--- src/design/swbm_pkg.sv ---
package swbm_pkg;

	localparam int SOFT_RESET_TICKS = 64;
	localparam logic [15:0] SR_HALF_TICKS = 16'(SOFT_RESET_TICKS / 2);
	localparam logic [15:0] SR_FULL_TICKS = 16'(SOFT_RESET_TICKS);

	localparam logic [2:0] REQ_NONE       = 3'd0;
	localparam logic [2:0] REQ_BUS_RESET  = 3'd1;
	localparam logic [2:0] REQ_START      = 3'd2;
	localparam logic [2:0] REQ_WRITE      = 3'd3;
	localparam logic [2:0] REQ_READ       = 3'd4;
	localparam logic [2:0] REQ_SOFT_RESET = 3'd5;

	localparam logic [2:0] REG_RESET_LOW   = 3'd0;
	localparam logic [2:0] REG_STOP_LOW    = 3'd1;
	localparam logic [2:0] REG_STOP_HIGH   = 3'd2;
	localparam logic [2:0] REG_READ_SAMPLE = 3'd3;
	localparam logic [2:0] REG_READ_REST   = 3'd4;
	localparam logic [2:0] REG_WRITE_ZERO  = 3'd5;
	localparam logic [2:0] REG_WRITE_ONE   = 3'd6;
	localparam logic [2:0] REG_BIT_SLOT    = 3'd7;

	typedef enum logic [1:0] {
		DRV_LOW  = 2'd0,
		DRV_HIGH = 2'd1,
		DRV_REL  = 2'd2
	} drive_t;

	typedef struct packed {
		logic [15:0] reset_low_ticks;
		logic [15:0] stop_low_ticks;
		logic [15:0] stop_high_ticks;
		logic [15:0] read_sample_ticks;
		logic [15:0] read_rest_ticks;
		logic [15:0] write_zero_low_ticks;
		logic [15:0] write_one_low_ticks;
		logic [15:0] bit_slot_ticks;
	} cfg_t;

	typedef struct packed {
		logic [2:0] req_type;
		logic [7:0] tx_byte;
		logic       end_flag;
		logic       line_level;
	} item_t;

	typedef struct packed {
		drive_t     line_drive;
		logic       busy_res;
		logic       done_res;
		logic [7:0] rx_byte;
		logic       nack;
	} res_t;

endpackage

--- src/design/swbm_cfg_regs.sv ---
module swbm_cfg_regs import swbm_pkg::*; (
	input  logic        clk,
	input  logic        arst_n,
	input  logic        psel,
	input  logic        penable,
	input  logic        pwrite,
	input  logic [4:0]  paddr,
	input  logic [31:0] pwdata,
	output logic [31:0] prdata,
	output logic        pready,
	output cfg_t        cfg
);

	cfg_t        cfg_q;
	logic [2:0]  idx;
	logic        wr_en;
	logic [15:0] rd_val;

	assign idx    = paddr[4:2];
	assign wr_en  = psel && penable && pwrite;
	assign pready = 1'b1;
	assign cfg    = cfg_q;

	always_ff @(posedge clk or negedge arst_n) begin
		if (!arst_n) begin
			cfg_q <= '0;
		end else if (wr_en) begin
			unique case (idx)
				REG_RESET_LOW:   cfg_q.reset_low_ticks      <= pwdata[15:0];
				REG_STOP_LOW:    cfg_q.stop_low_ticks       <= pwdata[15:0];
				REG_STOP_HIGH:   cfg_q.stop_high_ticks      <= pwdata[15:0];
				REG_READ_SAMPLE: cfg_q.read_sample_ticks    <= pwdata[15:0];
				REG_READ_REST:   cfg_q.read_rest_ticks      <= pwdata[15:0];
				REG_WRITE_ZERO:  cfg_q.write_zero_low_ticks <= pwdata[15:0];
				REG_WRITE_ONE:   cfg_q.write_one_low_ticks  <= pwdata[15:0];
				REG_BIT_SLOT:    cfg_q.bit_slot_ticks       <= pwdata[15:0];
				default: ;
			endcase
		end
	end

	always_comb begin
		unique case (idx)
			REG_RESET_LOW:   rd_val = cfg_q.reset_low_ticks;
			REG_STOP_LOW:    rd_val = cfg_q.stop_low_ticks;
			REG_STOP_HIGH:   rd_val = cfg_q.stop_high_ticks;
			REG_READ_SAMPLE: rd_val = cfg_q.read_sample_ticks;
			REG_READ_REST:   rd_val = cfg_q.read_rest_ticks;
			REG_WRITE_ZERO:  rd_val = cfg_q.write_zero_low_ticks;
			REG_WRITE_ONE:   rd_val = cfg_q.write_one_low_ticks;
			REG_BIT_SLOT:    rd_val = cfg_q.bit_slot_ticks;
			default:         rd_val = '0;
		endcase
	end

	assign prdata = {16'd0, rd_val};

endmodule

--- src/design/swbm_seq.sv ---
module swbm_seq import swbm_pkg::*; (
	input  logic  clk,
	input  logic  arst_n,
	input  logic  go,
	input  item_t item,
	input  cfg_t  cfg,
	output res_t  res
);

	typedef enum logic [3:0] {
		PH_IDLE      = 4'd0,
		PH_RST_LOW   = 4'd1,
		PH_SR_HIGH1  = 4'd2,
		PH_SR_LOW    = 4'd3,
		PH_SR_HIGH2  = 4'd4,
		PH_STOP_LOW  = 4'd5,
		PH_STOP_HIGH = 4'd6,
		PH_WB_LOW    = 4'd7,
		PH_WB_HIGH   = 4'd8,
		PH_RB_LOW    = 4'd9,
		PH_RB_SAMPLE = 4'd10,
		PH_RB_REST   = 4'd11
	} phase_t;

	// pending zero-length phase still to be resolved in this tick
	typedef enum logic [2:0] {
		ENT_NONE,
		ENT_RBREST,
		ENT_STOP,
		ENT_STOPHIGH,
		ENT_WBHIGH,
		ENT_WBDONE,
		ENT_WB,
		ENT_RBLOW
	} ent_t;

	typedef struct packed {
		phase_t      phase;
		logic [15:0] cnt;
		drive_t      drv;
		ent_t        ent;
		logic        done;
	} seq_t;

	localparam logic [3:0] BI_START = 4'd9;
	localparam logic [3:0] BI_BYTE  = 4'd8;

	// cnt_q holds the ticks left including the current one
	phase_t      phase_q;
	logic [15:0] cnt_q;
	logic [3:0]  bi_q;
	logic [7:0]  shift_q;
	logic [2:0]  op_q;
	logic        end_q;
	logic        nack_q;
	drive_t      drive_q;
	logic [7:0]  rx_q;

	seq_t        s;
	logic [3:0]  n_bi;
	logic [7:0]  n_shift;
	logic [2:0]  n_op;
	logic        n_end;
	logic        n_nack;
	logic [7:0]  n_rx;
	logic        is_rd;
	logic        wbit;
	logic        found;
	logic [3:0]  fj;

	logic        zero0, zero1;
	logic [15:0] high0, high1;

	assign zero0 = (cfg.write_zero_low_ticks == '0) && (cfg.bit_slot_ticks == '0);
	assign zero1 = (cfg.write_one_low_ticks == '0) && (cfg.bit_slot_ticks == '0);
	assign high0 = (cfg.bit_slot_ticks > cfg.write_zero_low_ticks) ?
		cfg.bit_slot_ticks - cfg.write_zero_low_ticks : '0;
	assign high1 = (cfg.bit_slot_ticks > cfg.write_one_low_ticks) ?
		cfg.bit_slot_ticks - cfg.write_one_low_ticks : '0;

	function automatic logic bit_at(logic [3:0] idx, logic [7:0] sh);
		logic [2:0] pos;
		pos = 3'(idx - 4'd1);
		if (idx == BI_START || idx == 4'd0) return 1'b0;
		return sh[pos];
	endfunction

	function automatic seq_t rest(seq_t r, phase_t p, logic [15:0] c, drive_t d);
		seq_t o;
		o       = r;
		o.phase = p;
		o.cnt   = c;
		o.drv   = d;
		o.ent   = ENT_NONE;
		return o;
	endfunction

	function automatic seq_t to_idle(seq_t r);
		seq_t o;
		o       = r;
		o.phase = PH_IDLE;
		o.ent   = ENT_NONE;
		o.done  = 1'b1;
		return o;
	endfunction

	function automatic seq_t stop_stage(seq_t r, cfg_t c, logic [3:0] bi);
		seq_t o;
		o = r;
		if (o.ent == ENT_STOP) begin
			if (c.stop_low_ticks != '0) o = rest(o, PH_STOP_LOW, c.stop_low_ticks, DRV_LOW);
			else o.ent = ENT_STOPHIGH;
		end
		if (o.ent == ENT_STOPHIGH) begin
			o.drv = DRV_HIGH;
			if (c.stop_high_ticks != '0) o = rest(o, PH_STOP_HIGH, c.stop_high_ticks, DRV_HIGH);
			else if (bi != '0) o.ent = ENT_WB;
			else o = to_idle(o);
		end
		return o;
	endfunction

	always_comb begin
		s.phase = phase_q;
		s.cnt   = cnt_q;
		s.drv   = drive_q;
		s.ent   = ENT_NONE;
		s.done  = 1'b0;
		n_bi    = bi_q;
		n_shift = shift_q;
		n_op    = op_q;
		n_end   = end_q;
		n_nack  = nack_q;
		n_rx    = rx_q;
		wbit    = 1'b0;
		found   = 1'b0;
		fj      = '0;

		if (phase_q == PH_IDLE) begin
			unique case (item.req_type)
				REQ_BUS_RESET: begin
					n_op  = item.req_type;
					n_end = item.end_flag;
					if (cfg.reset_low_ticks != '0) begin
						s = rest(s, PH_RST_LOW, cfg.reset_low_ticks, DRV_LOW);
					end else begin
						s.drv = DRV_HIGH;
						s     = to_idle(s);
					end
				end
				REQ_START: begin
					n_op    = item.req_type;
					n_end   = item.end_flag;
					n_bi    = BI_START;
					n_shift = item.tx_byte;
					s.ent   = ENT_STOP;
				end
				REQ_WRITE: begin
					n_op    = item.req_type;
					n_end   = item.end_flag;
					n_bi    = BI_BYTE;
					n_shift = item.tx_byte;
					s.ent   = ENT_WB;
				end
				REQ_READ: begin
					n_op  = item.req_type;
					n_end = item.end_flag;
					n_bi  = BI_BYTE;
					n_rx  = '0;
					s.ent = ENT_RBLOW;
				end
				REQ_SOFT_RESET: begin
					n_op  = item.req_type;
					n_end = item.end_flag;
					s     = rest(s, PH_SR_HIGH1, SR_HALF_TICKS, DRV_HIGH);
				end
				default: ;
			endcase
		end else if (cnt_q != 16'd1) begin
			s.cnt = cnt_q - 16'd1;
		end else begin
			unique case (phase_q)
				PH_RST_LOW: begin
					s.drv = DRV_HIGH;
					s     = to_idle(s);
				end
				PH_SR_HIGH1:  s = rest(s, PH_SR_LOW, SR_FULL_TICKS, DRV_LOW);
				PH_SR_LOW:    s = rest(s, PH_SR_HIGH2, SR_HALF_TICKS, DRV_HIGH);
				PH_STOP_LOW:  s.ent = ENT_STOPHIGH;
				PH_STOP_HIGH: begin
					if (bi_q != '0) s.ent = ENT_WB;
					else s = to_idle(s);
				end
				PH_WB_LOW:    s.ent = ENT_WBHIGH;
				PH_WB_HIGH:   s.ent = ENT_WBDONE;
				PH_RB_LOW:    s = rest(s, PH_RB_SAMPLE, 16'd1, DRV_REL);
				PH_RB_SAMPLE: s.ent = ENT_RBREST;
				PH_RB_REST:   begin
					s.drv = DRV_REL;
					s.ent = ENT_RBREST;
				end
				default:      s = to_idle(s);
			endcase
			// a real RB_REST expiry must not restart the rest phase
			if (phase_q == PH_RB_REST) begin
				if (op_q == REQ_READ) begin
					if (n_bi != '0) n_bi = n_bi - 4'd1;
					s.ent = (n_bi != '0) ? ENT_RBLOW : ENT_WB;
				end else if (nack_q || (op_q == REQ_WRITE && end_q)) begin
					s.ent = ENT_STOP;
				end else begin
					s = to_idle(s);
				end
			end
		end

		is_rd = (n_op == REQ_READ);

		if (s.ent == ENT_RBREST) begin
			s.drv = DRV_REL;
			if (cfg.read_rest_ticks != '0) begin
				s = rest(s, PH_RB_REST, cfg.read_rest_ticks, DRV_REL);
			end else if (is_rd) begin
				if (n_bi != '0) n_bi = n_bi - 4'd1;
				s.ent = (n_bi != '0) ? ENT_RBLOW : ENT_WB;
			end else if (n_nack || (n_op == REQ_WRITE && n_end)) begin
				s.ent = ENT_STOP;
			end else begin
				s = to_idle(s);
			end
		end

		s = stop_stage(s, cfg, n_bi);

		if (s.ent == ENT_WBHIGH) begin
			wbit  = is_rd ? n_end : bit_at(n_bi, n_shift);
			s.drv = DRV_HIGH;
			if ((wbit ? high1 : high0) != '0) s = rest(s, PH_WB_HIGH, wbit ? high1 : high0, DRV_HIGH);
			else s.ent = ENT_WBDONE;
		end

		if (s.ent == ENT_WBDONE) begin
			if (is_rd) begin
				if (n_end) s.ent = ENT_STOP;
				else s = to_idle(s);
			end else begin
				if (n_bi != '0) n_bi = n_bi - 4'd1;
				s.ent = (n_bi != '0) ? ENT_WB : ENT_RBLOW;
			end
		end

		if (s.ent == ENT_WB) begin
			if (is_rd) begin
				wbit = n_end;
				if (!(wbit ? zero1 : zero0)) begin
					if ((wbit ? cfg.write_one_low_ticks : cfg.write_zero_low_ticks) != '0)
						s = rest(s, PH_WB_LOW,
							wbit ? cfg.write_one_low_ticks : cfg.write_zero_low_ticks, DRV_LOW);
					else
						s = rest(s, PH_WB_HIGH, wbit ? high1 : high0, DRV_HIGH);
				end else begin
					s.drv = DRV_HIGH;
					if (n_end) s.ent = ENT_STOP;
					else s = to_idle(s);
				end
			end else begin
				for (int j = 1; j <= 9; j++) begin
					if (4'(j) <= n_bi && !(bit_at(4'(j), n_shift) ? zero1 : zero0)) begin
						found = 1'b1;
						fj    = 4'(j);
					end
				end
				if (found) begin
					n_bi = fj;
					wbit = bit_at(fj, n_shift);
					if ((wbit ? cfg.write_one_low_ticks : cfg.write_zero_low_ticks) != '0)
						s = rest(s, PH_WB_LOW,
							wbit ? cfg.write_one_low_ticks : cfg.write_zero_low_ticks, DRV_LOW);
					else
						s = rest(s, PH_WB_HIGH, wbit ? high1 : high0, DRV_HIGH);
				end else begin
					n_bi  = '0;
					s.drv = DRV_HIGH;
					s.ent = ENT_RBLOW;
				end
			end
		end

		s = stop_stage(s, cfg, n_bi);

		if (s.ent == ENT_RBLOW) begin
			if (cfg.read_sample_ticks != '0)
				s = rest(s, PH_RB_LOW, cfg.read_sample_ticks, DRV_LOW);
			else
				s = rest(s, PH_RB_SAMPLE, 16'd1, DRV_REL);
		end

		if (s.phase == PH_RB_SAMPLE) begin
			if (is_rd) n_rx = {n_rx[6:0], item.line_level};
			else n_nack = item.line_level;
		end
	end

	assign res.line_drive = s.drv;
	assign res.busy_res   = (s.phase != PH_IDLE);
	assign res.done_res   = s.done;
	assign res.rx_byte    = n_rx;
	assign res.nack       = n_nack;

	always_ff @(posedge clk or negedge arst_n) begin
		if (!arst_n) begin
			phase_q <= PH_IDLE;
			cnt_q   <= '0;
			bi_q    <= '0;
			shift_q <= '0;
			op_q    <= REQ_NONE;
			end_q   <= 1'b0;
			nack_q  <= 1'b0;
			drive_q <= DRV_REL;
			rx_q    <= '0;
		end else if (go) begin
			phase_q <= s.phase;
			cnt_q   <= s.cnt;
			bi_q    <= n_bi;
			shift_q <= n_shift;
			op_q    <= n_op;
			end_q   <= n_end;
			nack_q  <= n_nack;
			drive_q <= s.drv;
			rx_q    <= n_rx;
		end
	end

endmodule

--- src/design/single_wire_bus_master.sv ---
// A word's result is registered in the result stage when that stage is free.
// Throughput: one word per cycle unless out_ready stalls; the bus sequencer
// settles all phases, zero-length chains too, combinationally between the stages.
// Reset (arst_n low, asynchronous): sequencer idle, line released, read byte and
// nack cleared, all timing registers zero, both word stages empty.
module single_wire_bus_master import swbm_pkg::*; (
	input  logic        clk,
	input  logic        arst_n,
	input  logic        psel,
	input  logic        penable,
	input  logic        pwrite,
	input  logic [4:0]  paddr,
	input  logic [31:0] pwdata,
	output logic [31:0] prdata,
	output logic        pready,
	input  logic        in_valid,
	output logic        in_ready,
	input  logic [2:0]  req_type,
	input  logic [7:0]  tx_byte,
	input  logic        end_flag,
	input  logic        line_level,
	output logic        out_valid,
	input  logic        out_ready,
	output logic [1:0]  line_drive,
	output logic        busy_res,
	output logic        done_res,
	output logic [7:0]  rx_byte,
	output logic        nack
);

	cfg_t  cfg;
	item_t item_s1;
	logic  valid_s1;
	res_t  res;
	res_t  res_s2;
	logic  valid_s2;
	logic  go;

	swbm_cfg_regs u_cfg (
		.clk    (clk),
		.arst_n (arst_n),
		.psel   (psel),
		.penable(penable),
		.pwrite (pwrite),
		.paddr  (paddr),
		.pwdata (pwdata),
		.prdata (prdata),
		.pready (pready),
		.cfg    (cfg)
	);

	assign go       = valid_s1 && (!valid_s2 || out_ready);
	assign in_ready = !valid_s1 || go;

	always_ff @(posedge clk or negedge arst_n) begin
		if (!arst_n) begin
			valid_s1 <= 1'b0;
		end else if (in_ready) begin
			valid_s1 <= in_valid;
		end
	end

	always_ff @(posedge clk) begin
		if (in_valid && in_ready) begin
			item_s1.req_type   <= req_type;
			item_s1.tx_byte    <= tx_byte;
			item_s1.end_flag   <= end_flag;
			item_s1.line_level <= line_level;
		end
	end

	swbm_seq u_seq (
		.clk   (clk),
		.arst_n(arst_n),
		.go    (go),
		.item  (item_s1),
		.cfg   (cfg),
		.res   (res)
	);

	always_ff @(posedge clk or negedge arst_n) begin
		if (!arst_n) begin
			valid_s2 <= 1'b0;
		end else if (go) begin
			valid_s2 <= 1'b1;
		end else if (out_ready) begin
			valid_s2 <= 1'b0;
		end
	end

	always_ff @(posedge clk) begin
		if (go) begin
			res_s2 <= res;
		end
	end

	assign out_valid  = valid_s2;
	assign line_drive = res_s2.line_drive;
	assign busy_res   = res_s2.busy_res;
	assign done_res   = res_s2.done_res;
	assign rx_byte    = res_s2.rx_byte;
	assign nack       = res_s2.nack;

	// a finished command never reports busy
	a_done_not_busy: assert property (@(posedge clk) disable iff (!arst_n)
		valid_s2 |-> !(res_s2.done_res && res_s2.busy_res))
		else $error("done and busy together");

	// every sequence ends with the line high or released
	a_done_not_low: assert property (@(posedge clk) disable iff (!arst_n)
		(valid_s2 && res_s2.done_res) |-> (res_s2.line_drive != DRV_LOW))
		else $error("command completed with line driven low");

	// a held result word is not overwritten
	a_hold: assert property (@(posedge clk) disable iff (!arst_n)
		(valid_s2 && !out_ready) |=> (valid_s2 && $stable(res_s2)))
		else $error("stalled result word changed");

	// no word is taken while both stages are full and stalled
	a_no_overrun: assert property (@(posedge clk) disable iff (!arst_n)
		(valid_s1 && valid_s2 && !out_ready) |-> !in_ready)
		else $error("input taken while pipeline stalled");

endmodule

--- config.mk ---
export PLATFORM = sky130hd
export DESIGN_NAME = single_wire_bus_master
export DESIGN_NICKNAME = d
export VERILOG_FILES = /design/src/design/swbm_pkg.sv /design/src/design/swbm_cfg_regs.sv /design/src/design/swbm_seq.sv /design/src/design/single_wire_bus_master.sv
export SDC_FILE = /design/constraint.sdc
export NUM_CORES = 1
export LEC_CHECK = 0
export BUFFER_PORTS_ARGS = -buffer_cell sky130_fd_sc_hd__buf_2
export CAP_MARGIN = 15
export CELL_PAD_IN_SITES_DETAIL_PLACEMENT = 1
export CELL_PAD_IN_SITES_GLOBAL_PLACEMENT = 1
export CORE_MARGIN = 1.5
export CORE_UTILIZATION = 48
export CTS_CLUSTER_SIZE = 30
export DETAILED_ROUTE_END_ITERATION = 7
export PLACE_DENSITY_LB_ADDON = 0.1
export SLEW_MARGIN = 20
export SYNTH_ARGS = -nofsm -noshare
export SYNTH_HDL_FRONTEND = slang
export SYNTH_SLANG_ARGS = --single-unit
--- constraint.sdc ---
create_clock -name clk -period 12.6 [get_ports clk]
set_input_delay 2.52 -clock clk [delete_from_list [all_inputs] [get_ports clk]]
set_output_delay 2.52 -clock clk [all_outputs]
set_load 0.05 [all_outputs]
==> impl_metrics.env, run 1 <==
export IMPL_status="completed"
export IMPL_start_util_pct=48.71
export IMPL_avgSynthCellArea_um2=8.277
export IMPL_maxCapViolCount=0
export IMPL_grt_max_degree=74
export IMPL_post_route_min_period_ns=11.63
export IMPL_instances_no_fill=2516
export IMPL_cp_startpoint="u_seq.phase_q[0]"
export IMPL_drive_gt1_share_pct=15.28
export IMPL_synth_edf_count=26
export IMPL_final_cell_mix="nand2_1 (211), o21ai_0 (191), dfrtp_1 (176)"
export IMPL_cts_made_buffers=26
export IMPL_antenna_found_initial=0
export IMPL_drcViolationCount=0
export IMPL_setup_viol=0
export IMPL_ant_nets=0
export IMPL_synthFlopType="dfrtp_1"
export IMPL_vdd_drop_max_uv=161.0
export IMPL_finalHoldViolCount=0
export IMPL_cts_hold_buf=0
export IMPL_die_h_um=190.2
export IMPL_ys_warn_count=0
export IMPL_reg2reg_depth=34
export IMPL_io_buffers=69
export IMPL_yosysTopAreaCell="dfrtp_1"
export IMPL_slew_headroom_pct=29.22
export IMPL_netlist_instances=2033
export IMPL_slowest_stage="or4_1"
export IMPL_viasPerCell=6.988
export IMPL_hold_slack_ns=0.4936
export IMPL_clkTransAtPathRegs_ns=0.05
export IMPL_async_reset_ff_share_pct=87.19
export IMPL_layout_nets=2143
export IMPL_grt_first_pass_wirelength_um=110100
export IMPL_syn_to_final_growth_pct=8.871
export IMPL_r2r_start="u_seq.phase_q[0]"
export IMPL_cts_max_level=1
export IMPL_cp_common_cell="ha_1"
export IMPL_root_buffer="clkbuf_16"
export IMPL_cts_resized=0
export IMPL_grt_overflow_total=0
export IMPL_gp_congestion=0.9820
export IMPL_dp_hpwl_um=55820
export IMPL_fin_util_pct=53.03
export IMPL_drt_iter0_markers=1957
export IMPL_core_mm2=0.03454
export IMPL_cts_tree="built"
export IMPL_post_route_period_util_pct=92.31
export IMPL_vias=17583
export IMPL_ff2ff_setup_slack_ns=0.97
export IMPL_worstSetupEndpoint="u_seq.rx_q[1]"
export IMPL_synth_area_top_cells="dfrtp_1 (26%), mux2_2 (7.4%), o21ai_0 (5.7%), nand2_1 (4.7%), edfxtp_1 (4.6%)"
export IMPL_die_x_um=190.2
export IMPL_clockBufferDepth=3
export IMPL_clock_latency_ns=0.59
export IMPL_critPathKind="reg2reg"
export IMPL_clock_sinks=203
export IMPL_routedWlPerCell_um=29.37
export IMPL_power_density_mw_per_mm2=269.7
export IMPL_r2r_end="u_seq.rx_q[1]"
export IMPL_synth_top_cell_area_share_pct=26.17
export IMPL_tightestPinTransition_ns=1.055
export IMPL_critPathRequiredTime_ns=13.04
export IMPL_hp_class="reg2reg"
export IMPL_fin_skew_ns=0.03463
export IMPL_leakage_uw=0.007609
export IMPL_post_cts_buffers=0
export IMPL_track_usage_pct=40.49
export IMPL_setup_slack_ns=0.9695
export IMPL_num_rows=68
export IMPL_die_area_mm2=0.03619
export IMPL_endpoint_kind="flop"
export IMPL_pin_count=105
export IMPL_placed_cells=2472
export IMPL_grt_pass1_vias=17528
export IMPL_startpoint_type="flop"
export IMPL_rsz0062_at_grt="no"
export IMPL_n_antenna_cell=0
export IMPL_worst_path_max_fanout=25
export IMPL_yosysSeqAreaShare_pct=30.97
export IMPL_fin_setup_tns_ns=0
export IMPL_ys_seq_elements=203
export IMPL_firstDrtPassIters=6
export IMPL_slew_viol_final=0
export IMPL_fmax_mhz=85.98
export IMPL_synth_area_mm2=0.01683
export IMPL_totalWireLength_um=73900
export IMPL_pre_cts_ws_ns=1.234
export IMPL_synth_cell_types=114
export IMPL_critical_path_arrival_ns=12.07
export IMPL_final_common_cell="nand2_1"
export IMPL_slowest_delay_ns=0.82
## area by class of cell
cell class | count | area [um2]
fill | 4177 | 16220
multi-input combinational | 1631 | 10810
sequential | 203 | 5211
clock buffer | 33 | 706.9
timing repair buffer | 102 | 601.8
tap | 455 | 569.3
inverter | 81 | 304.0
clock inverter | 11 | 116.4
## registers in the layout, summed over array words and instances, names as in the netlist
signal	flops
rx_byte	8
nack	1
u_seq.bi_q	4
u_cfg.cfg	128
u_seq.end_q	1
item_s1	13
done_res	1
out_valid	1
u_seq.phase_q	4
busy_res	1
u_seq.cnt_q	16
valid_s1	1
u_seq.shift_q	8
u_seq.op_q	3
u_seq.rx_q	8
u_seq.nack_q	1
u_seq.drive_q	2
line_drive	2
## cell families after synthesis
kind of cell	share of synthesized area, %
AO/OA/AOI/OAI	26.71
adder cells (fa/ha/maj)	3.138
AND/OR/NAND/NOR	20.35
other	0.04463
multiplexers	12.26
flip-flops	30.97
XOR/XNOR	1.197
buffers and inverters	5.324
## cell usage after synthesis, types with 8 or more instances
master / number
dfrtp_1: 176
a21boi_0: 8
nand4_1: 22
xnor2_1: 16
buf_1: 11
clkbuf_1: 92
o221ai_1: 16
mux2_2: 111
a31oi_1: 34
and3_1: 22
buf_4: 22
a211oi_1: 19
a22o_1: 13
o31ai_1: 11
and4_1: 10
a22oi_1: 22
and2_1: 21
inv_1: 78
buf_2: 8
o21a_1: 10
nand2b_1: 21
a21oi_1: 148
edfxtp_1: 26
nor4_1: 43
ha_1: 39
or3_1: 11
a221oi_1: 34
nand3_1: 38
nor2b_1: 19
o22ai_1: 22
nor3b_1: 8
a21o_1: 18
o211ai_1: 19
nand2_1: 212
o21ai_0: 192
o21ai_1: 8
mux2i_1: 64
nor3_1: 39
nor2_1: 175
## how the worst min path moves through the flow
| stage | depth (start not counted) | start | to | slack [ns] |
|---|---|---|---|---|
| 6_report | 2 | u_seq.shift_q[0] | u_seq.shift_q[0] | 0.49 |
| 5_1_grt | 2 | u_seq.shift_q[5] | u_seq.shift_q[5] | 0.53 |
| 4_1_cts | 2 | u_seq.shift_q[4] | u_seq.shift_q[4] | 0.50 |
| 3_5_place_dp | 2 | u_seq.shift_q[4] | u_seq.shift_q[4] | 0.48 |
| 3_3_place_gp | 2 | u_seq.shift_q[5] | u_seq.shift_q[5] | 0.46 |
| 2_1_floorplan | 2 | u_seq.shift_q[0] | u_seq.shift_q[0] | 0.45 |
## worst max-delay path, delay by kind of cell (launching register included)
kind / cells / cell delay [ns]
and+or+nand+nor: 14 / 3.82
AOI/OAI and AO/OA: 13 / 4.52
buffers and inverters: 3 / 0.54
muxes: 1 / 0.60
adders and majority gates: 3 / 1.33
DFF: 1 / 0.68
## where the power goes
| group | total [uW] | leakage, uW | switching [uW] | internal [uW] |
|---|---|---|---|---|
| registers | 1130 | 0.00246 | 307 | 823 |
| clock network | 730 | 0.000396 | 313 | 417 |
| logic | 3080 | 0.00475 | 1980 | 1100 |
## routing by layer
| metal | GRT usage [%] | wire length, um | vias up |
|---|---|---|---|
| met1 | 52.19 | 29570 | 8767 |
| met2 | 65.12 | 34000 | 879 |
| met4 | 23.62 | 4929 | 0 |
| met3 | 5.466 | 5401 | 251 |
| met5 | 0 | 0 | - |
| li1 | - | - | 7686 |
## stage by stage
step	instance area, um2	total power [uW]
after floorplan	16880	3150
after CTS	18320	4859
final	18320	4941
after global placement	17500	4027
after global routing	18320	5186
after detailed placement	17500	4111
No activity file was read; power rests on OpenSTA's default activity.
==> run 2: changes to the inputs <==
--- a/config.mk
+++ b/config.mk
@@ -14,6 +14,7 @@
 export CTS_CLUSTER_SIZE = 30
 export DETAILED_ROUTE_END_ITERATION = 7
 export PLACE_DENSITY_LB_ADDON = 0.1
+export REMOVE_ABC_BUFFERS = 1
 export SLEW_MARGIN = 20
 export SYNTH_ARGS = -nofsm -noshare
 export SYNTH_HDL_FRONTEND = slang
==> constraint.sdc (replaced) <==
create_clock -name clk -period 11.6 [get_ports clk]
set_input_delay 2.32 -clock clk [delete_from_list [all_inputs] [get_ports clk]]
set_output_delay 2.32 -clock clk [all_outputs]
set_load 0.05 [all_outputs]
==> impl_metrics.env, run 2 (synthesized netlist as in run 1, its figures left out) <==
export IMPL_ant_nets=0
export IMPL_drt_iter0_markers=1531
export IMPL_critPathKind="reg2reg"
export IMPL_cts_max_level=1
export IMPL_startpoint_type="flop"
export IMPL_dp_hpwl_um=54310
export IMPL_slew_headroom_pct=30.52
export IMPL_io_buffers=69
export IMPL_die_x_um=190.2
export IMPL_rsz0062_at_grt="no"
export IMPL_endpoint_kind="flop"
export IMPL_crit_family="compound AO/OA/AOI/OAI gates"
export IMPL_crit_buf_inv=3
export IMPL_track_usage_pct=39.73
export IMPL_pin_count=105
export IMPL_clock_latency_ns=0.58
export IMPL_final_area_mm2=0.01853
export IMPL_num_fill_cells=4152
export IMPL_cp_common_cell="ha_1"
export IMPL_clkTransAtPathRegs_ns=0.06
export IMPL_worst_path_max_fanout=15
export IMPL_syn_to_final_growth_pct=10.11
export IMPL_start_util_pct=48.71
export IMPL_hp_class="reg2reg"
export IMPL_drcViolationCount=0
export IMPL_grt_first_pass_wirelength_um=109600
export IMPL_grt_max_degree=68
export IMPL_fin_skew_ns=0.01710
export IMPL_maxCapViolCount=0
export IMPL_firstDrtPassIters=5
export IMPL_setup_viol=0
export IMPL_antenna_found_initial=1
export IMPL_gp_congestion=0.9912
export IMPL_slowest_delay_ns=0.59
export IMPL_final_cell_mix="nand2_1 (211), o21ai_0 (191), dfrtp_1 (176)"
export IMPL_grt_overflow_total=0
export IMPL_clock_sinks=203
export IMPL_fmax_mhz=92.39
export IMPL_num_rows=68
export IMPL_die_area_mm2=0.03619
export IMPL_n_antenna_cell=0
export IMPL_die_h_um=190.2
export IMPL_totalWireLength_um=72120
export IMPL_largest_reg_flops=128
export IMPL_finalPower_uw=5427
export IMPL_viasPerCell=6.953
export IMPL_root_buffer="clkbuf_16"
export IMPL_cts_made_buffers=26
export IMPL_finalHoldViolCount=0
export IMPL_routedWlPerCell_um=28.46
export IMPL_pre_cts_ws_ns=0.4618
export IMPL_cts_hold_buf=0
export IMPL_post_cts_buffers=0
export IMPL_cts_tree="built"
export IMPL_critical_path_arrival_ns=11.27
export IMPL_fin_setup_tns_ns=0
export IMPL_layout_nets=2157
export IMPL_placed_area_mm2=0.01760
export IMPL_final_common_cell="nand2_1"
export IMPL_leakage_uw=0.007724
export IMPL_setup_slack_ns=0.7762
export IMPL_grt_pass1_vias=17884
export IMPL_status="completed"
export IMPL_core_mm2=0.03454
export IMPL_vias=17619
export IMPL_post_route_period_util_pct=93.31
export IMPL_slowest_stage="ha_1"
export IMPL_clockBufferDepth=3
export IMPL_vdd_drop_max_uv=154.3
export IMPL_drive_gt1_share_pct=16.16
export IMPL_tightestPinTransition_ns=1.028
export IMPL_fin_util_pct=53.63
export IMPL_critPathRequiredTime_ns=12.05
export IMPL_slew_viol_final=0
export IMPL_power_density_mw_per_mm2=292.9
export IMPL_post_route_min_period_ns=10.82
## run 2: changes by cell type in the layout (fill, tap and decap cells not counted), moves of 2 or more
| cell | previous run | this run |
|---|---|---|
| clkinv_4 | 1 | 4 |
| clkbuf_1 | 4 | 1 |
| buf_4 | 33 | 47 |
| bufinv_16 | 1 | 3 |
| inv_6 | 0 | 2 |
## run 2: area by class of cell
| cell class | count | area (um2) | area share [%] |
|---|---|---|---|
| Clock inverter | 18 | 205.2 | 1.108 |
| Tap cell | 455 | 569.3 | 3.073 |
| Clock buffer | 30 | 695.7 | 3.755 |
| Inverter | 81 | 304.0 | 1.641 |
| Sequential cell | 203 | 5211 | 28.13 |
| Timing Repair Buffer | 116 | 706.9 | 3.816 |
| Multi-Input combinational cell | 1631 | 10830 | 58.48 |
## run 2: power breakdown
group | total [uW] | internal (uW) | leakage, uW | switching (uW)
Combinational | 3400 | 1220 | 0.00483 | 2180
Clock | 861 | 501 | 0.000436 | 360
Sequential | 1160 | 895 | 0.00246 | 269
Total | 5430 | 2620 | 0.00772 | 2810
## run 2: final timing paths
path	from	end	slack, ns	depth (start not counted)
min in group asynchronous	arst_n	u_seq.shift_q[4]	1.71	1
min	u_seq.shift_q[2]	u_seq.shift_q[2]	0.48	2
max reg2reg	u_seq.bi_q[0]	u_seq.rx_q[6]	0.78	36
max in group asynchronous	arst_n	u_cfg.cfg[88]	8.58	2
min reg2reg	u_seq.shift_q[2]	u_seq.shift_q[2]	0.48	2
max	u_seq.bi_q[0]	u_seq.rx_q[6]	0.78	36
## run 2: timing repair
item / in CTS / in global routing
endpoints found under the setup margin: 0 / 18
resized for setup: 0 / 3
hold endpoints to repair: 0 / 0
## run 2: routing by layer
layer	share of wire, %	global-route usage, %	vias to the layer above
li1	-	-	7699
met1	41	50.38	8865
met2	48	66.37	827
met3	6.0	4.748	226
met4	5.9	20.99	2
met5	0.012	0	-
## run 2: stage by stage
step,hold slack [ns],instances
6_report,0.4799,2534
5_1_grt,0.5131,2534
4_1_cts,0.4821,2534
3_5_place_dp,0.4697,2486
3_3_place_gp,0.4608,2486
2_1_floorplan,0.4496,1915
## run 2: worst reg2reg max path: cells and delay by family (launching register included)
| family | cells | cell delay (ns) |
|---|---|---|
| DFF | 1 | 0.44 |
| adders and majority gates | 4 | 1.58 |
| AOI/OAI and AO/OA | 15 | 4.68 |
| and+or+nand+nor | 14 | 3.59 |
| buffers and inverters | 3 | 0.41 |
==> run 3: changes to the inputs <==
--- a/config.mk
+++ b/config.mk
@@ -7,10 +7,10 @@
 export LEC_CHECK = 0
 export BUFFER_PORTS_ARGS = -buffer_cell sky130_fd_sc_hd__buf_2
 export CAP_MARGIN = 15
-export CELL_PAD_IN_SITES_DETAIL_PLACEMENT = 1
-export CELL_PAD_IN_SITES_GLOBAL_PLACEMENT = 1
+export CELL_PAD_IN_SITES_DETAIL_PLACEMENT = 2
+export CELL_PAD_IN_SITES_GLOBAL_PLACEMENT = 2
 export CORE_MARGIN = 1.5
-export CORE_UTILIZATION = 48
+export CORE_UTILIZATION = 38
 export CTS_CLUSTER_SIZE = 30
 export DETAILED_ROUTE_END_ITERATION = 7
 export PLACE_DENSITY_LB_ADDON = 0.1
==> impl_metrics.env, run 3 (synthesized netlist as in run 1, its figures left out) <==
export IMPL_status="completed"
export IMPL_startpoint_type="flop"
export IMPL_start_util_pct=38.80
export IMPL_fin_setup_tns_ns=0
export IMPL_critPathKind="reg2reg"
export IMPL_placed_cells=2617
export IMPL_fmax_mhz=90.65
export IMPL_routedWlPerCell_um=29.88
export IMPL_clock_latency_ns=0.60
export IMPL_grt_util_met1_pct=43.28
export IMPL_hold_slack_ns=0.4866
export IMPL_pin_count=105
export IMPL_totalWireLength_um=79690
export IMPL_root_buffer="clkbuf_16"
export IMPL_leakage_uw=0.007723
export IMPL_core_mm2=0.04336
export IMPL_final_common_cell="nand2_1"
export IMPL_final_cell_mix="nand2_1 (210), o21ai_0 (192), dfrtp_1 (176)"
export IMPL_path_depth=34
export IMPL_post_route_period_util_pct=95.10
export IMPL_critPathRequiredTime_ns=12.06
export IMPL_crit_family="compound AO/OA/AOI/OAI gates"
export IMPL_die_x_um=213.4
export IMPL_num_fill_cells=4951
export IMPL_cts_max_level=1
export IMPL_track_usage_pct=34.94
export IMPL_n_antenna_cell=0
export IMPL_io_buffers=69
export IMPL_post_route_min_period_ns=11.03
export IMPL_largest_reg_flops=128
export IMPL_syn_to_final_growth_pct=10.99
export IMPL_cts_resized=0
export IMPL_num_rows=76
export IMPL_reg2reg_depth=34
export IMPL_setup_viol=0
export IMPL_finalHoldViolCount=0
export IMPL_crit_buf_inv=2
export IMPL_power_density_mw_per_mm2=294.1
export IMPL_antenna_found_initial=0
export IMPL_clock_sinks=203
export IMPL_viasPerCell=6.560
export IMPL_met2_usage_pct=61.04
export IMPL_final_area_mm2=0.01868
export IMPL_busiest_layer="met2"
export IMPL_placed_area_mm2=0.01777
export IMPL_tightestPinTransition_ns=1.124
export IMPL_layout_nets=2159
export IMPL_endpoint_kind="flop"
export IMPL_met3_usage_pct=3.427
export IMPL_slowest_delay_ns=0.66
export IMPL_firstDrtPassIters=5
export IMPL_cts_hold_buf=0
export IMPL_worst_path_max_fanout=15
export IMPL_post_cts_buffers=0
export IMPL_clockBufferDepth=3
export IMPL_gp_congestion=0.9285
export IMPL_drcViolationCount=0
export IMPL_dp_hpwl_um=60310
export IMPL_cp_common_cell="ha_1"
export IMPL_ant_nets=0
export IMPL_slew_viol_final=0
export IMPL_slew_headroom_pct=24.82
export IMPL_hp_class="reg2reg"
export IMPL_die_area_mm2=0.04555
export IMPL_die_h_um=213.4
export IMPL_drt_iter0_markers=1343
export IMPL_fin_skew_ns=0.03138
export IMPL_min_path_cells=2
export IMPL_vias=17495
export IMPL_critical_path_arrival_ns=11.49
export IMPL_slowest_stage="nor4bb_1"
export IMPL_grt_overflow_total=0
export IMPL_grt_max_degree=66
export IMPL_grt_pass1_vias=18542
export IMPL_vdd_drop_max_uv=159.4
export IMPL_fin_util_pct=43.07
export IMPL_cts_tree="built"
export IMPL_instances_no_fill=2667
export IMPL_clkTransAtPathRegs_ns=0.06
export IMPL_cts_made_buffers=27
export IMPL_drive_gt1_share_pct=16.28
export IMPL_grt_first_pass_wirelength_um=119000
export IMPL_maxCapViolCount=0
-- run 3: cell count changes in the layout (fill, tap and decap cells not counted), moves of 2 or more --
cell | before | now
clkbuf_16 | 26 | 28
bufinv_16 | 3 | 1
clkinv_4 | 4 | 1
clkinv_2 | 4 | 9
-- run 3: final timing paths --
path / startpoint / end / slack, ns
min in group asynchronous: arst_n / u_seq.shift_q[7] / 1.73
hold reg to reg: u_seq.shift_q[0] / u_seq.shift_q[0] / 0.49
setup reg to reg: u_seq.cnt_q[7] / u_seq.rx_q[4] / 0.57
setup / recovery: u_seq.cnt_q[7] / u_seq.rx_q[4] / 0.57
hold / removal: u_seq.shift_q[0] / u_seq.shift_q[0] / 0.49
max in group asynchronous: arst_n / u_cfg.cfg[108] / 8.58
-- run 3: area by class of cell --
| type | count | area (um2) | area share [%] |
|---|---|---|---|
| Timing Repair Buffer | 117 | 714.4 | 3.826 |
| Inverter | 81 | 304.0 | 1.628 |
| Sequential cell | 203 | 5211 | 27.90 |
| Clock buffer | 33 | 749.5 | 4.013 |
| Multi-Input combinational cell | 1631 | 10840 | 58.03 |
| Tap cell | 585 | 732.0 | 3.919 |
| Clock inverter | 17 | 127.6 | 0.6834 |
-- run 3: routing by layer --
layer	vias to the layer above	part of all wire, %
met5	-	0
met1	9055	42
li1	7675	-
met3	211	4.3
met2	554	49
met4	0	5.2
-- run 3: worst reg2reg max path, delay by kind of cell (launching register included) --
family,cells,cell delay (ns)
AOI/OAI and AO/OA,15,4.51
adders and majority gates,3,1.19
buffers and inverters,2,0.31
DFF,1,0.45
and+or+nand+nor,14,4.47
-- run 3: report_power, final --
group	switching [uW]	total, uW	leakage, uW	internal (uW)
Combinational	2240	3470	0.00483	1230
Sequential	273	1170	0.00246	895
Clock	376	858	0.000433	482
Total	2880	5490	0.00772	2610
-- run 3: stage by stage --
step | setup slack, ns | total power (uW)
floorplan | 1.669 | 3338
CTS | 0.08967 | 5430
global placement | 0.4978 | 4436
detailed placement | 0.1234 | 4548
global route | -0.04201 | 5789
finish | 0.5680 | 5493
